==> src/rtl/led_pattern_sequencer_defines.svh <==
// Assertion macros for the LED pattern sequencer.
// The macros assume a clock named clk and an active-low reset named arst_n in scope.
`ifndef LED_PATTERN_SEQUENCER_DEFINES_SVH
`define LED_PATTERN_SEQUENCER_DEFINES_SVH

`ifndef SYNTHESIS
`define LPS_ASSERT_NOW(lbl, pre, post) \
	lbl: assert property (@(posedge clk) disable iff (!arst_n) (pre) |-> (post)) \
		else $error("%m: check failed");
`define LPS_ASSERT_NEXT(lbl, pre, post) \
	lbl: assert property (@(posedge clk) disable iff (!arst_n) (pre) |=> (post)) \
		else $error("%m: check failed");
`else
`define LPS_ASSERT_NOW(lbl, pre, post)
`define LPS_ASSERT_NEXT(lbl, pre, post)
`endif

`endif

==> src/rtl/lps_pkg.sv <==
package lps_pkg;

	localparam int PATTERN_DEPTH = 16;
	localparam int IDX_W         = (PATTERN_DEPTH > 1) ? $clog2(PATTERN_DEPTH) : 1;
	localparam int STEP_W        = 8;
	localparam int TIME_W        = 32;
	localparam int CFG_ADDR_W    = 3;
	localparam int CFG_DATA_W    = 32;

	localparam logic [STEP_W-1:0] DEPTH_STEP = STEP_W'(PATTERN_DEPTH);

	typedef enum logic [2:0] {
		MODE_OFF    = 3'd0,
		MODE_ON     = 3'd1,
		MODE_BLINK  = 3'd2,
		MODE_COUNT  = 3'd3,
		MODE_CUSTOM = 3'd4
	} mode_t;

	typedef enum logic [1:0] {
		REQ_UPDATE  = 2'd0,
		REQ_RESTART = 2'd1,
		REQ_WRITE   = 2'd2
	} req_t;

	typedef enum logic [CFG_ADDR_W-1:0] {
		CFG_MODE            = 3'd0,
		CFG_ACTIVE_HIGH     = 3'd1,
		CFG_ON_TIME         = 3'd2,
		CFG_OFF_TIME        = 3'd3,
		CFG_PAUSE_TIME      = 3'd4,
		CFG_LONG_PAUSE_TIME = 3'd5,
		CFG_PULSE_COUNT     = 3'd6,
		CFG_PATTERN_LENGTH  = 3'd7
	} cfg_reg_t;

	typedef struct packed {
		logic [2:0]        mode;
		logic              active_high;
		logic [TIME_W-1:0] on_time;
		logic [TIME_W-1:0] off_time;
		logic [TIME_W-1:0] pause_time;
		logic [TIME_W-1:0] long_pause_time;
		logic [5:0]        pulse_count;
		logic [4:0]        pattern_length;
	} cfg_t;

	typedef struct packed {
		logic              start;
		logic              clear;
		logic [STEP_W:0]   num;
		logic [STEP_W-1:0] modulus;
	} wrap_req_t;

	typedef struct packed {
		logic            busy;
		logic            done;
		logic [STEP_W:0] rem;
	} wrap_sts_t;

	typedef struct packed {
		logic s1_valid;
		logic wrap_busy;
	} core_sts_t;

endpackage

==> src/rtl/lps_if.sv <==
interface lps_req_if;
	logic        valid;
	logic        ready;
	logic [1:0]  req_type;
	logic [31:0] now_time;
	logic [3:0]  entry_index;
	logic [31:0] entry_value;

	modport source (output valid, req_type, now_time, entry_index, entry_value, input ready);
	modport sink (input valid, req_type, now_time, entry_index, entry_value, output ready);
endinterface

interface lps_res_if;
	logic       valid;
	logic       ready;
	logic       pin_level;
	logic       led_lit;
	logic [7:0] step_now;

	modport source (output valid, pin_level, led_lit, step_now, input ready);
	modport sink (input valid, pin_level, led_lit, step_now, output ready);
endinterface

==> src/rtl/led_pattern_sequencer.sv <==
// Channel  Role    Beat fields
// req      sink    req_type, now_time, entry_index, entry_value
// res      source  pin_level, led_lit, step_now
// cfg_*    write   cfg_wen, cfg_addr, cfg_wdata
//
// One beat per cycle unless the result stalls or a wrap runs:
// input register, one pass of update logic, result register.
// A count or custom step index left past the wrap point holds the input stage
// while the wrap subtractor reduces it.
// Reset clears step, step start time, LED state and config, but sets active_high; the duration table is not reset.
// A stalled result blocks the input only once the input stage is also full.
`include "led_pattern_sequencer_defines.svh"

module led_pattern_sequencer import lps_pkg::*; (
	input  logic                  clk,
	input  logic                  arst_n,
	input  logic                  cfg_wen,
	input  logic [CFG_ADDR_W-1:0] cfg_addr,
	input  logic [CFG_DATA_W-1:0] cfg_wdata,
	lps_req_if.sink               req,
	lps_res_if.source             res
);

	cfg_t      cfg;
	core_sts_t sts;

	lps_cfg_regs u_cfg (
		.clk    (clk),
		.arst_n (arst_n),
		.wen    (cfg_wen),
		.addr   (cfg_addr),
		.wdata  (cfg_wdata),
		.cfg    (cfg)
	);

	lps_core u_core (
		.clk    (clk),
		.arst_n (arst_n),
		.cfg    (cfg),
		.req    (req),
		.res    (res),
		.sts    (sts)
	);

	`LPS_ASSERT_NOW(a_full_stall_blocks, res.valid && !res.ready && sts.s1_valid, !req.ready)
	`LPS_ASSERT_NOW(a_wrap_has_item, sts.wrap_busy, sts.s1_valid)
	`LPS_ASSERT_NOW(a_pin_polarity, res.valid, res.pin_level == (res.led_lit ^ !cfg.active_high))
	`LPS_ASSERT_NEXT(a_accept_fills_s1, req.valid && req.ready, sts.s1_valid)

endmodule

==> src/rtl/lps_cfg_regs.sv <==
module lps_cfg_regs import lps_pkg::*; (
	input  logic                  clk,
	input  logic                  arst_n,
	input  logic                  wen,
	input  logic [CFG_ADDR_W-1:0] addr,
	input  logic [CFG_DATA_W-1:0] wdata,
	output cfg_t                  cfg
);

	cfg_t cfg_q;

	always_ff @(posedge clk or negedge arst_n) begin
		if (!arst_n) begin
			cfg_q <= '{mode: MODE_OFF, active_high: 1'b1, default: '0};
		end else if (wen) begin
			unique case (cfg_reg_t'(addr))
				CFG_MODE:            cfg_q.mode            <= wdata[2:0];
				CFG_ACTIVE_HIGH:     cfg_q.active_high     <= wdata[0];
				CFG_ON_TIME:         cfg_q.on_time         <= wdata[TIME_W-1:0];
				CFG_OFF_TIME:        cfg_q.off_time        <= wdata[TIME_W-1:0];
				CFG_PAUSE_TIME:      cfg_q.pause_time      <= wdata[TIME_W-1:0];
				CFG_LONG_PAUSE_TIME: cfg_q.long_pause_time <= wdata[TIME_W-1:0];
				CFG_PULSE_COUNT:     cfg_q.pulse_count     <= wdata[5:0];
				CFG_PATTERN_LENGTH:  cfg_q.pattern_length  <= wdata[4:0];
			endcase
		end
	end

	assign cfg = cfg_q;

endmodule

==> src/rtl/lps_wrap_div.sv <==
// Step wrap for an index that lies past the modulus: repeated subtraction, one per cycle.
module lps_wrap_div import lps_pkg::*; (
	input  logic      clk,
	input  logic      arst_n,
	input  wrap_req_t req,
	output wrap_sts_t sts
);

	logic            busy_q;
	logic [STEP_W:0] rem_q;
	logic [STEP_W:0] mod_ext;

	assign mod_ext = {1'b0, req.modulus};

	always_ff @(posedge clk or negedge arst_n) begin
		if (!arst_n) begin
			busy_q <= 1'b0;
			rem_q  <= '0;
		end else if (req.clear) begin
			busy_q <= 1'b0;
		end else if (req.start) begin
			busy_q <= 1'b1;
			rem_q  <= req.num - mod_ext;
		end else if (busy_q && (rem_q >= mod_ext)) begin
			rem_q <= rem_q - mod_ext;
		end
	end

	assign sts.busy = busy_q;
	assign sts.done = busy_q && (rem_q < mod_ext);
	assign sts.rem  = rem_q;

endmodule

==> src/rtl/lps_core.sv <==
module lps_core import lps_pkg::*; (
	input  logic             clk,
	input  logic             arst_n,
	input  cfg_t             cfg,
	lps_req_if.sink          req,
	lps_res_if.source        res,
	output core_sts_t        sts
);

	// input stage
	logic              valid_s1;
	logic [1:0]        req_type_s1;
	logic [TIME_W-1:0] now_time_s1;
	logic [3:0]        entry_index_s1;
	logic [TIME_W-1:0] entry_value_s1;

	// sequencer state
	logic [STEP_W-1:0] step_q;
	logic [TIME_W-1:0] start_q;
	logic              lit_q;
	logic [TIME_W-1:0] table_q [PATTERN_DEPTH];

	// result register
	logic              res_valid_q;
	logic              pin_q;
	logic              lit_out_q;
	logic [STEP_W-1:0] step_out_q;

	mode_t             eff_mode;
	logic [STEP_W-1:0] len_raw;
	logic [STEP_W-1:0] used_len;
	logic [STEP_W-1:0] cnt;
	logic [STEP_W-1:0] two_c;
	logic [STEP_W-1:0] total;
	logic [TIME_W-1:0] elapsed;
	logic [TIME_W-1:0] dur;
	logic              expired;
	logic [STEP_W:0]   step_inc;
	logic [STEP_W-1:0] modulus;
	logic              wrap_sel;
	logic              wrap_need;
	logic [STEP_W-1:0] wrap_step;
	logic [STEP_W-1:0] nxt_step;
	logic [TIME_W-1:0] nxt_start;
	logic              nxt_lit;
	logic              tbl_we;
	logic [STEP_W-1:0] widx_ext;
	logic              item_done;
	logic              advance;
	wrap_req_t         wrap_req;
	wrap_sts_t         wrap_sts;

	assign len_raw  = STEP_W'(cfg.pattern_length);
	assign used_len = (len_raw > DEPTH_STEP) ? DEPTH_STEP : len_raw;
	assign cnt      = STEP_W'(cfg.pulse_count);
	assign two_c    = cnt << 1;
	assign total    = (cnt << 2) + STEP_W'(2);

	always_comb begin
		priority if (cfg.mode == MODE_ON) begin
			eff_mode = MODE_ON;
		end else if (cfg.mode == MODE_BLINK) begin
			eff_mode = MODE_BLINK;
		end else if ((cfg.mode == MODE_COUNT) && (cnt != '0)) begin
			eff_mode = MODE_COUNT;
		end else if ((cfg.mode == MODE_CUSTOM) && (used_len != '0)) begin
			eff_mode = MODE_CUSTOM;
		end else begin
			eff_mode = MODE_OFF;
		end
	end

	assign elapsed  = now_time_s1 - start_q;
	assign expired  = elapsed >= dur;
	assign step_inc = {1'b0, step_q} + (STEP_W+1)'(1);

	always_comb begin
		dur      = '0;
		modulus  = total;
		wrap_sel = 1'b0;
		nxt_lit  = lit_q;
		unique case (eff_mode)
			MODE_OFF: nxt_lit = 1'b0;
			MODE_ON:  nxt_lit = 1'b1;
			MODE_BLINK: begin
				dur = step_q[0] ? cfg.off_time : cfg.on_time;
				if (expired) begin
					nxt_lit = step_q[0];
				end
			end
			MODE_COUNT: begin
				wrap_sel = 1'b1;
				priority if (step_q < two_c) begin
					nxt_lit = ~step_q[0];
					dur     = step_q[0] ? cfg.off_time : cfg.on_time;
				end else if (step_q == two_c) begin
					nxt_lit = 1'b0;
					dur     = cfg.pause_time;
				end else if (step_q < total - STEP_W'(1)) begin
					// second group starts on an odd index
					nxt_lit = step_q[0];
					dur     = step_q[0] ? cfg.on_time : cfg.off_time;
				end else begin
					nxt_lit = 1'b0;
					dur     = cfg.long_pause_time;
				end
			end
			MODE_CUSTOM: begin
				wrap_sel = 1'b1;
				modulus  = used_len;
				nxt_lit  = ~step_q[0];
				dur      = (step_q < used_len) ? table_q[step_q[IDX_W-1:0]] : '0;
			end
		endcase
	end

	always_comb begin
		if (step_inc == {1'b0, modulus}) begin
			wrap_step = '0;
		end else if (step_inc < {1'b0, modulus}) begin
			wrap_step = step_inc[STEP_W-1:0];
		end else begin
			wrap_step = wrap_sts.rem[STEP_W-1:0];
		end
	end

	always_comb begin
		nxt_step  = step_q;
		nxt_start = start_q;
		wrap_need = 1'b0;
		tbl_we    = 1'b0;
		unique case (req_type_s1)
			REQ_UPDATE: begin
				if (expired && ((eff_mode == MODE_BLINK) || wrap_sel)) begin
					nxt_start = now_time_s1;
				end
				if (expired && (eff_mode == MODE_BLINK)) begin
					nxt_step = {{(STEP_W-1){1'b0}}, ~step_q[0]};
				end else if (expired && wrap_sel) begin
					nxt_step  = wrap_step;
					wrap_need = step_inc > {1'b0, modulus};
				end
			end
			REQ_RESTART: begin
				nxt_step  = '0;
				nxt_start = now_time_s1;
			end
			REQ_WRITE: tbl_we = widx_ext < DEPTH_STEP;
			default: ;
		endcase
	end

	logic res_lit;
	always_comb begin
		unique case (req_type_s1)
			REQ_UPDATE:  res_lit = nxt_lit;
			REQ_RESTART: res_lit = eff_mode != MODE_OFF;
			default:     res_lit = lit_q;
		endcase
	end

	assign widx_ext = STEP_W'(entry_index_s1);

	assign item_done = !wrap_need || wrap_sts.done;
	assign advance   = valid_s1 && item_done && (!res_valid_q || res.ready);
	assign req.ready = !valid_s1 || advance;

	assign wrap_req.start   = valid_s1 && wrap_need && !wrap_sts.busy;
	assign wrap_req.clear   = advance;
	assign wrap_req.num     = step_inc;
	assign wrap_req.modulus = modulus;

	lps_wrap_div u_wrap (
		.clk    (clk),
		.arst_n (arst_n),
		.req    (wrap_req),
		.sts    (wrap_sts)
	);

	always_ff @(posedge clk or negedge arst_n) begin
		if (!arst_n) begin
			valid_s1 <= 1'b0;
		end else if (req.valid && req.ready) begin
			valid_s1 <= 1'b1;
		end else if (advance) begin
			valid_s1 <= 1'b0;
		end
	end

	always_ff @(posedge clk) begin
		if (req.valid && req.ready) begin
			req_type_s1    <= req.req_type;
			now_time_s1    <= req.now_time;
			entry_index_s1 <= req.entry_index;
			entry_value_s1 <= req.entry_value;
		end
	end

	always_ff @(posedge clk or negedge arst_n) begin
		if (!arst_n) begin
			step_q  <= '0;
			start_q <= '0;
			lit_q   <= 1'b0;
		end else if (advance) begin
			step_q  <= nxt_step;
			start_q <= nxt_start;
			lit_q   <= res_lit;
		end
	end

	always_ff @(posedge clk) begin
		if (advance && tbl_we) begin
			table_q[widx_ext[IDX_W-1:0]] <= entry_value_s1;
		end
	end

	always_ff @(posedge clk or negedge arst_n) begin
		if (!arst_n) begin
			res_valid_q <= 1'b0;
		end else if (advance) begin
			res_valid_q <= 1'b1;
		end else if (res.ready) begin
			res_valid_q <= 1'b0;
		end
	end

	always_ff @(posedge clk) begin
		if (advance) begin
			pin_q      <= cfg.active_high ? res_lit : ~res_lit;
			lit_out_q  <= res_lit;
			step_out_q <= nxt_step;
		end
	end

	assign res.valid     = res_valid_q;
	assign res.pin_level = pin_q;
	assign res.led_lit   = lit_out_q;
	assign res.step_now  = step_out_q;

	assign sts.s1_valid  = valid_s1;
	assign sts.wrap_busy = wrap_sts.busy;

endmodule

==> src/flat_wrapper.sv <==
// flat-port wrapper written by rule: the top's interface ports become plain ports
module led_pattern_sequencer_flat import lps_pkg::*;
  (clk, arst_n, cfg_wen, cfg_addr, cfg_wdata, req_valid, req_req_type, req_now_time, req_entry_index, req_entry_value, req_ready, res_valid, res_pin_level, res_led_lit, res_step_now, res_ready);
  lps_req_if req_i ();
  lps_res_if res_i ();
  input  logic clk;
  input  logic arst_n;
  input  logic cfg_wen;
  input  logic [CFG_ADDR_W-1:0] cfg_addr;
  input  logic [CFG_DATA_W-1:0] cfg_wdata;
  input wire logic [$bits(req_i.valid)-1:0] req_valid;
  input wire logic [$bits(req_i.req_type)-1:0] req_req_type;
  input wire logic [$bits(req_i.now_time)-1:0] req_now_time;
  input wire logic [$bits(req_i.entry_index)-1:0] req_entry_index;
  input wire logic [$bits(req_i.entry_value)-1:0] req_entry_value;
  output wire logic [$bits(req_i.ready)-1:0] req_ready;
  output wire logic [$bits(res_i.valid)-1:0] res_valid;
  output wire logic [$bits(res_i.pin_level)-1:0] res_pin_level;
  output wire logic [$bits(res_i.led_lit)-1:0] res_led_lit;
  output wire logic [$bits(res_i.step_now)-1:0] res_step_now;
  input wire logic [$bits(res_i.ready)-1:0] res_ready;
  assign req_i.valid = req_valid;
  assign req_i.req_type = req_req_type;
  assign req_i.now_time = req_now_time;
  assign req_i.entry_index = req_entry_index;
  assign req_i.entry_value = req_entry_value;
  assign req_ready = req_i.ready;
  assign res_valid = res_i.valid;
  assign res_pin_level = res_i.pin_level;
  assign res_led_lit = res_i.led_lit;
  assign res_step_now = res_i.step_now;
  assign res_i.ready = res_ready;
  led_pattern_sequencer u_core (.clk(clk), .arst_n(arst_n), .cfg_wen(cfg_wen), .cfg_addr(cfg_addr), .cfg_wdata(cfg_wdata), .req(req_i), .res(res_i));
endmodule
==> config.mk <==
export PLATFORM = sky130hd
export DESIGN_NAME = led_pattern_sequencer_flat
export DESIGN_NICKNAME = d
export VERILOG_FILES = /design/src/rtl/lps_pkg.sv /design/src/rtl/lps_if.sv /design/src/rtl/led_pattern_sequencer.sv /design/src/rtl/lps_cfg_regs.sv /design/src/rtl/lps_wrap_div.sv /design/src/rtl/lps_core.sv /design/src/flat_wrapper.sv
export VERILOG_INCLUDE_DIRS = /design/src /design/src/rtl
export SDC_FILE = /design/constraint.sdc
export NUM_CORES = 1
export LEC_CHECK = 0
export BUFFER_PORTS_ARGS = -buffer_cell sky130_fd_sc_hd__buf_2
export CELL_PAD_IN_SITES_DETAIL_PLACEMENT = 1
export CELL_PAD_IN_SITES_GLOBAL_PLACEMENT = 2
export CORE_ASPECT_RATIO = 0.8
export CORE_MARGIN = 2
export CORE_UTILIZATION = 50
export CTS_CLUSTER_DIAMETER = 200
export DETAILED_ROUTE_END_ITERATION = 8
export HOLD_SLACK_MARGIN = 0.06
export PLACE_DENSITY = 0.92
export SKIP_LAST_GASP = 1
export SYNTH_ARGS = -nofsm -noshare
export SYNTH_HDL_FRONTEND = slang
export SYNTH_HIERARCHICAL = 1
export SYNTH_SLANG_ARGS = --single-unit
==> constraint.sdc <==
create_clock -name clk -period 23.6 [get_ports clk]
set_input_delay 3.54 -clock clk [delete_from_list [all_inputs] [get_ports clk]]
set_output_delay 3.54 -clock clk [all_outputs]
set_load 0.01 [all_outputs]
==> impl_summary.md, run 1 <==
Floorplanning
The top-level I/O count is between 100 and 150. Measured along the y axis, the die boundary spans 243 um. The floorplan step defined a die boundary enclosing approximately 74000 um2. The chip width is 303 um. For this configuration, the core starts out at a cell density of 0.506. In this run the core area contains 87 standard-cell rows.

The total area inside the core boundary comes to around 70000 um2.

Place
The detailed placement HPWL is between 50000 and 60000 um. The final RePlAce weighted congestion is approximately 0.88. The count of buffers added on input and output ports is between 100 and 150.

Timing
In the final timing run, aggregate negative setup slack is 0 ps. The worst slew margin relative to its limit is 0.297. Static timing analysis puts the maximum clock frequency at 94.9 MHz. The final setup skew is approximately 36 ps.

The final number of hold-violating endpoints is 0. The number of pins exceeding their max-slew limit in the final report came to 0. Setup violations remaining at the end of the flow were counted as 0. The post-layout minimum cycle time is 10540 ps. The slew at the pin closest to its max-slew limit is around 1100 ps. The share of the cycle needed by the critical path after routing is 0.446. Setup repair after global routing left no endpoint under its margin.

Setup path
The setup path with the least slack is of type flip-flop to primary output. The worst register-to-register path begins at u_core/u_core/step_q[1]$_DFFE_PN0P_. The signal on the critical path passes through inv_1, ha_1, nor2b_1, o21a_1, o211ai_1, a21oi_4, buf_4, nor2_1, a21oi_1, o21ai_0, a222oi_1, ha_1, a21oi_1, o21ai_0, a2111o_1, a31oi_1, o31a_1, o211ai_4, nand2_1, buf_2. The arrival time of the worst setup path is about 7000 ps. The type of origin of the critical path is a flip-flop.

The library cell contributing the largest single delay on the critical path is sky130_fd_sc_hd__dfrtp_4. In this run the worst path has a maximum fanout of 71. The endpoint type of the worst setup path is a primary output.

Data on the critical path is required at its endpoint by ~20000 ps. The worst setup path startpoint is u_core/u_core/step_q[1]$_DFFE_PN0P_. The biggest cell delay along the critical path is roughly 1100 ps.

Global routing
The number of global-route vias before repair was approximately 22000. The initial antenna violation count came to 5. The total track usage is 0.257. The global-route wire length before repair is 141000 um. Entering global routing, the biggest net connects between 90 and 100 pins. Summed over all layers, the global routing overflow is 0.

Routing
The detailed-route wire length is 92800 um. The number of vias per cell after detailed routing is just over 6. For this run, design rule violations remaining after detail routing come to 0. The via count of the routed design is roughly 20000. For this run, the detailed router's first-pass iteration total came to 6.

The count of nets left with antenna violations once routing finished came out at 0. The post-detailed-route wirelength per cell is 28.2 um. The detailed router finished its first iteration with 1821 violations.

Power and ir drop
The design draws 4.27 mW. The leakage dissipation is roughly 14 nW. The proportion of power drawn by combinational gates is 0.291.

The share of total power dissipated in sequential elements is 0.403. The share of total power in the clock network is 0.305. The worst-case IR drop observed on VDD is just under 0.08 mV. The total internal power is roughly 2.9 mW. In this run the power density over the cells is around 110 nW/um2.

The net switching fraction of the power is 0.310. The net switching power is roughly 1.3 mW.

Clock tree
The clock net in this run drives a total of 788 sinks. CTS built an H-tree with a depth of 3. The deepest clock path buffer count is 3. The total of cells resized after clock tree synthesis is 0. The post-CTS setup-driven buffer insertion count is 0. In this run, post-CTS hold repair placed 0 buffers. The source-to-sink clock delay at the later pin of the worst-skew pair is around 660 ps. TritonCTS built the clock tree. The number of clock buffers inserted by TritonCTS is 80. CTS placed an instance of sky130_fd_sc_hd__clkbuf_16 at the clock tree root.

The clock-pin slew on the worst setup and hold paths is approximately 60 ps.

Run
The max capacitance violation total is 0.

Final layout
In the final layout, the share of cells above drive strength 1 is 0.297. The net count of the finished layout is approximately 2500. The synthesis-to-finish area growth is 12.3%. The filler cell count in the final layout is between 6000 and 7000.

Synth
During synthesis, Yosys emitted a total of 6 warnings. The post-synthesis cell area is 35700 um2. In the synthesized netlist, the number of instances is roughly 2200. The mean area per synthesized cell is approximately 17 um2. Counting every net in the synthesized netlist gives 2373.

Min path
The startpoint identified for the worst hold timing path is u_core/u_cfg/cfg[24]$_DFFE_PN0P_. The class of the tightest hold or removal check is flip-flop to flip-flop.

Outcome
The flow ran to the end, and the final reports show no timing, DRC or antenna violations.
## power groups by stage
| stage | Sequential [mW] | Clock, mW | Combinational (mW) |
|---|---|---|---|
| floorplan | 1.70 | 0 | 0.919 |
| global placement | 1.73 | 0 | 1.18 |
| detailed placement | 1.75 | 0 | 1.23 |
| CTS | 1.72 | 1.33 | 1.25 |
| global route | 1.74 | 1.38 | 1.36 |
| finish | 1.72 | 1.30 | 1.24 |
## critical path: cells and delay by family (launching register included)
kind / cells / cell delay (ps)
flip-flops: 1 / 1090
adder cells (fa/ha/maj): 2 / 640
buffers and inverters: 3 / 960
AND/OR/NAND/NOR: 3 / 410
AO/OA/AOI/OAI: 12 / 3170
## state kept, by name, indices dropped and copies added (netlist names), 2 cells and up
| register | cells |
|---|---|
| u_core/u_core/req_type_s1 | 2 |
| u_core/u_core/entry_value_s1 | 32 |
| u_core/u_core/res.step_now | 8 |
| u_core/u_core/table_q | 512 |
| u_core/u_core/start_q | 32 |
| u_core/u_cfg/cfg | 143 |
| u_core/u_core/now_time_s1 | 32 |
| u_core/u_core/entry_index_s1 | 4 |
| u_core/u_core/step_q | 8 |
| u_core/u_core/u_wrap/rem_q | 9 |
## cell usage in the layout (no fill, tap or decap), drive strengths merged, types with 9 or more instances in the layout
cell and count:
nor2b 17, mux2i 40, nor2 74, nand2 92, xnor2 28, and2 9, bufinv 9, or2 10
xor2 12, o21ai 68, a21oi 84, edfxtp 592, ha 105, a222oi 31, dfrtp 195, mux4 160
a21o 10, inv 80, nand2b 15, o21a 21, clkinv 24, buf 155, nand3 22, a211oi 9
mux2 217, a31oi 11, nand3b 9, clkbuf 109, nor4 9, nor3 18
## through the flow
step	worst slack (ps)	util	instances	hold slack, ps	instance area (um2)
2_1_floorplan	15930	-	2155	470	35700
3_3_place_gp	13920	0.530	3141	487	37400
3_5_place_dp	13720	0.530	3141	493	37400
4_1_cts	12990	0.569	3288	507	40100
5_1_grt	12580	0.569	3290	520	40100
6_report	13060	0.569	3293	508	40100
## final timing paths
check | endpoint | slack (ps) | depth (start not counted)
worst max-delay path | req_ready | 13060 | 20
worst min-delay path | u_core/u_cfg/cfg[24]$_DFFE_PN0P_ | 510 | 1
worst max register to register | u_core/u_core/table_q[11][14]$_DFFE_PP_ | 15340 | 22
worst min register to register | u_core/u_cfg/cfg[24]$_DFFE_PN0P_ | 510 | 1
max in group asynchronous | u_core/u_cfg/cfg[91]$_DFFE_PN0P_ | 19360 | 2
min in group asynchronous | u_core/u_core/u_wrap/rem_q[5]$_DFFE_PN0P_ | 2940 | 1
## layout make-up
cell class / count / area [um2] / area share
diodes: 5 / 12.5 / 0.000312
clock buffers: 108 / 2180 / 0.0543
clock inverters: 39 / 507 / 0.0126
inverters: 77 / 289 / 0.00721
multi-input cells: 1186 / 12400 / 0.308
flip-flops and latches: 788 / 22700 / 0.566
well taps: 934 / 1170 / 0.0291
repair buffers: 156 / 890 / 0.0222
## metal layers
metal / track usage / vias up / wire (um)
met5: 0 / - / 0
met4: 0.0753 / 0 / 2200
met3: 0.0368 / 143 / 5330
met2: 0.420 / 652 / 46100
met1: 0.360 / 10799 / 39200
li1: - / 8747 / -
No activity file was read; power rests on OpenSTA's default activity.
==> inputs of run 2 (changes only) <==
--- a/config.mk
+++ b/config.mk
@@ -11,11 +11,11 @@
 export CELL_PAD_IN_SITES_GLOBAL_PLACEMENT = 2
 export CORE_ASPECT_RATIO = 0.8
 export CORE_MARGIN = 2
-export CORE_UTILIZATION = 50
+export CORE_UTILIZATION = 47
 export CTS_CLUSTER_DIAMETER = 200
 export DETAILED_ROUTE_END_ITERATION = 8
 export HOLD_SLACK_MARGIN = 0.06
-export PLACE_DENSITY = 0.92
+export PLACE_DENSITY = 0.88
 export SKIP_LAST_GASP = 1
 export SYNTH_ARGS = -nofsm -noshare
 export SYNTH_HDL_FRONTEND = slang
==> constraint.sdc (replaced) <==
create_clock -name clk -period 10.6 [get_ports clk]
set_input_delay 1.59 -clock clk [delete_from_list [all_inputs] [get_ports clk]]
set_output_delay 1.59 -clock clk [all_outputs]
set_load 0.01 [all_outputs]
==> impl_summary.md, run 2 (synthesized netlist as in run 1, its figures left out) <==
Outcome
The flow ran to the end, and the final reports show no timing, DRC or antenna violations.

Clock tree
After clock tree synthesis, the clock-pin slew on the worst setup and hold paths is roughly 60 ps. The total of cells resized after clock tree synthesis is 0. TritonCTS built the clock tree. At the later pin of the worst-skew pair, clock insertion delay measures roughly 650 ps.

The number of clock buffers inserted by TritonCTS is between 80 and 90. The post-CTS setup-driven buffer insertion count is 0. The cell sitting at the root of the clock tree is a sky130_fd_sc_hd__clkbuf_16.

The deepest clock path buffer count is 3. The count of hold buffers inserted by post-cts repair is 0. The H-tree was split into 3 levels. The clock drives a little under 800 sinks.

Global routing
For this run, global-route usage on met1 was measured as 0.337. The met2 capacity usage during global routing is 0.393. The global-route congestion overflow total is 0. The pin count of the biggest net entering global routing is ~110. The initial antenna violation count is 3. The global routing met3 resource utilization is 0.0398.

For this run, the total global-route usage over all layers was measured as 0.242. The peak-usage layer in the global routing report is met2. The global-route wire length before repair is roughly 140000 um. The number of global-route vias before repair was approximately 22000.

Setup path
The type of origin of the critical path is a flip-flop. The worst setup path startpoint is u_core/u_core/step_q[1]$_DFFE_PN0P_. The endpoint identified for the worst register-to-register timing path is u_core/u_core/table_q[10][8]$_DFFE_PP_. In this run the critical register-to-register path is launched from u_core/u_core/step_q[1]$_DFFE_PN0P_. The endpoint type of the worst setup path is a primary output. STA puts the critical path data required time at between 9000 and 10000 ps. The register-to-register setup slack is between 2000 and 3000 ps. The worst setup path endpoint is req_ready. For the worst flop-to-flop path, the logic depth is 22. Along the worst path, the maximum fanout reaches 40.

The worst setup path category is flip-flop to primary output. At the worst endpoint, the arrival time is between 6000 and 7000 ps.

Floorplanning
The core region area is 75300 um2. The count of standard-cell rows is 90. The die is around 250 um tall. The chip width is roughly 310 um. The starting utilization of the core area is 0.474. For this design the top-level I/O count stands at between 100 and 150. The floorplan step defined a die boundary enclosing approximately 78000 um2.

Timing
The post-route worst setup slack is approximately 2200 ps. Subtracting the final worst setup slack from the clock period gives between 8000 and 9000 ps. Between clock sinks in the finished design, the worst skew comes to 17.2 ps.

The worst hold slack across all endpoints is around 510 ps. The achievable clock frequency is 120 MHz. Setup repair after global routing left no endpoint under its margin. In the final timing run, aggregate negative setup slack is 0 ps. The final number of hold-violating endpoints came to 0. The number of failing setup endpoints in the final timing report is 0. The number of pins exceeding their max-slew limit in the final report is 0. In this run the tightest slew margin relative to its limit is 0.249. The share of the cycle needed by the critical path after routing is 0.789. The slew at the pin closest to its max-slew limit is roughly 1100 ps.

Power and ir drop
The share of total power dissipated in sequential elements is 0.407. The share of total power in the clock network is 0.293. Summed over all cells, the static leakage comes to about 14 nW. The proportion of power drawn by combinational gates is 0.301. Of the total power, the share spent switching nets is 0.315.

The net switching power is roughly 3.0 mW. The total internal power is 6.43 mW. The power density over the cells is 234 nW/um2. Across the VDD grid, the largest voltage drop is approximately 0.15 mV.

Final layout
The library cell used most frequently in the layout, excluding fill and tap cells, is sky130_fd_sc_hd__edfxtp_1. The ratio of cells with drive above 1 in the final layout is 0.297. The utilization after layout is 0.532. Excluding fillers, the count of instances in the completed layout stands at 3364. After the last flow step, the layout net total stands at 2510. The top cell types in the final layout, fill and taps aside, are 592 x sky130_fd_sc_hd__edfxtp_1, 191 x sky130_fd_sc_hd__dfrtp_1, 160 x sky130_fd_sc_hd__mux4_2. The antenna cell count is 0. The flip-flop count of the largest register, all copies and words added is approximately 510. The synthesis-to-finish area growth is 12.1%.

Routing
The number of search-and-repair iterations in the first detailed-routing pass is 6. The number of vias per cell after detailed routing is just over 6. In this run the remaining antenna-violating nets after routing total 0. The routed design has between 90000 and 100000 um of wire.

The post-detailed-route wirelength per cell is approximately 28 um. Detailed routing inserted a total of just over 20000 vias. The DRC violation total after the first TritonRoute iteration is just under 2000. The total DRC errors in the routed layout is 0.

Place
The number of placed instances, taps included, is 3221. The wire-length estimate of the detail-placed layout is around 58000 um. OpenSTA, run right after detailed placement, puts the worst setup slack at around 2500 ps. Port buffering added roughly 120 buffers. At the end of routability-driven placement, the weighted congestion stood at around 0.83.

Min path
The class of the tightest hold or removal check is flip-flop to flip-flop.

Run
Across the run, the number of max-cap violations was 0.
==> run 2: cell types whose count changed in the layout (fill, tap and decap cells not counted), sizes merged <==
cell,change
bufinv,-6
diode,-5
clkinv,+4
buf,+2
inv,-2
clkbuf,+1
clkinvlp,-1
==> run 2: layer usage <==
layer  up-vias  wire length [um]
li1       8754                 -
met1     10900             40600
met2       625             45300
met3       160              5210
met4         6              2460
met5         -                33
==> run 2: area by class of cell <==
| cell class | count | area (um2) |
|---|---|---|
| clock inverter | 34 | 319 |
| fill | 7033 | 35300 |
| multi-input combinational | 1186 | 12400 |
| sequential | 788 | 22700 |
| tap | 1012 | 1270 |
| timing repair buffer | 158 | 905 |
| clock buffer | 109 | 2210 |
| inverter | 77 | 289 |
==> run 2: worst max-delay path: stages, from the launching register on <==
cell and delay, ps:
sky130_fd_sc_hd__dfrtp_4 800, sky130_fd_sc_hd__inv_1 220, sky130_fd_sc_hd__ha_1 240, sky130_fd_sc_hd__nor2b_1 110, sky130_fd_sc_hd__o21a_1 120, sky130_fd_sc_hd__o211ai_1 120
sky130_fd_sc_hd__a21oi_4 900, sky130_fd_sc_hd__buf_4 480, sky130_fd_sc_hd__nor2_1 90, sky130_fd_sc_hd__a21oi_1 120, sky130_fd_sc_hd__o21ai_0 100, sky130_fd_sc_hd__a222oi_1 530
sky130_fd_sc_hd__ha_1 340, sky130_fd_sc_hd__a21o_1 180, sky130_fd_sc_hd__a21o_1 170, sky130_fd_sc_hd__a221oi_1 330, sky130_fd_sc_hd__o21a_1 180, sky130_fd_sc_hd__o31a_1 420
sky130_fd_sc_hd__o211ai_4 260, sky130_fd_sc_hd__nand2_1 200, sky130_fd_sc_hd__buf_2 150
==> run 2: worst min-delay path by stage <==
stage	start	endpoint	slack, ps	cells after the start
finish	u_core/u_cfg/cfg[28]$_DFFE_PN0P_	u_core/u_cfg/cfg[28]$_DFFE_PN0P_	510	1
global route	u_core/u_cfg/cfg[29]$_DFFE_PN0P_	u_core/u_cfg/cfg[29]$_DFFE_PN0P_	520	1
CTS	u_core/u_cfg/cfg[28]$_DFFE_PN0P_	u_core/u_cfg/cfg[28]$_DFFE_PN0P_	510	1
detailed placement	u_core/u_cfg/cfg[28]$_DFFE_PN0P_	u_core/u_cfg/cfg[28]$_DFFE_PN0P_	490	1
global placement	u_core/u_cfg/cfg[42]$_DFFE_PN0P_	u_core/u_cfg/cfg[42]$_DFFE_PN0P_	490	1
floorplan	u_core/u_core/u_wrap/rem_q[2]$_DFFE_PN0P_	u_core/u_core/u_wrap/rem_q[2]$_DFFE_PN0P_	470	2
==> run 2: metrics by stage <==
| stage | area [um2] | total power [mW] |
|---|---|---|
| floorplan | 35700 | 5.82 |
| global placement | 37500 | 6.52 |
| detailed placement | 37500 | 6.66 |
| CTS | 40100 | 9.44 |
| global route | 40100 | 9.86 |
| finish | 40100 | 9.39 |
==> run 2: power groups by stage <==
stage	sequential [mW]	clock (mW)	combinational, mW
final	3.82	2.75	2.82
after global routing	3.85	2.91	3.10
after CTS	3.82	2.80	2.82
after detailed placement	3.87	0	2.79
after global placement	3.85	0	2.67
after floorplan	3.77	0	2.05
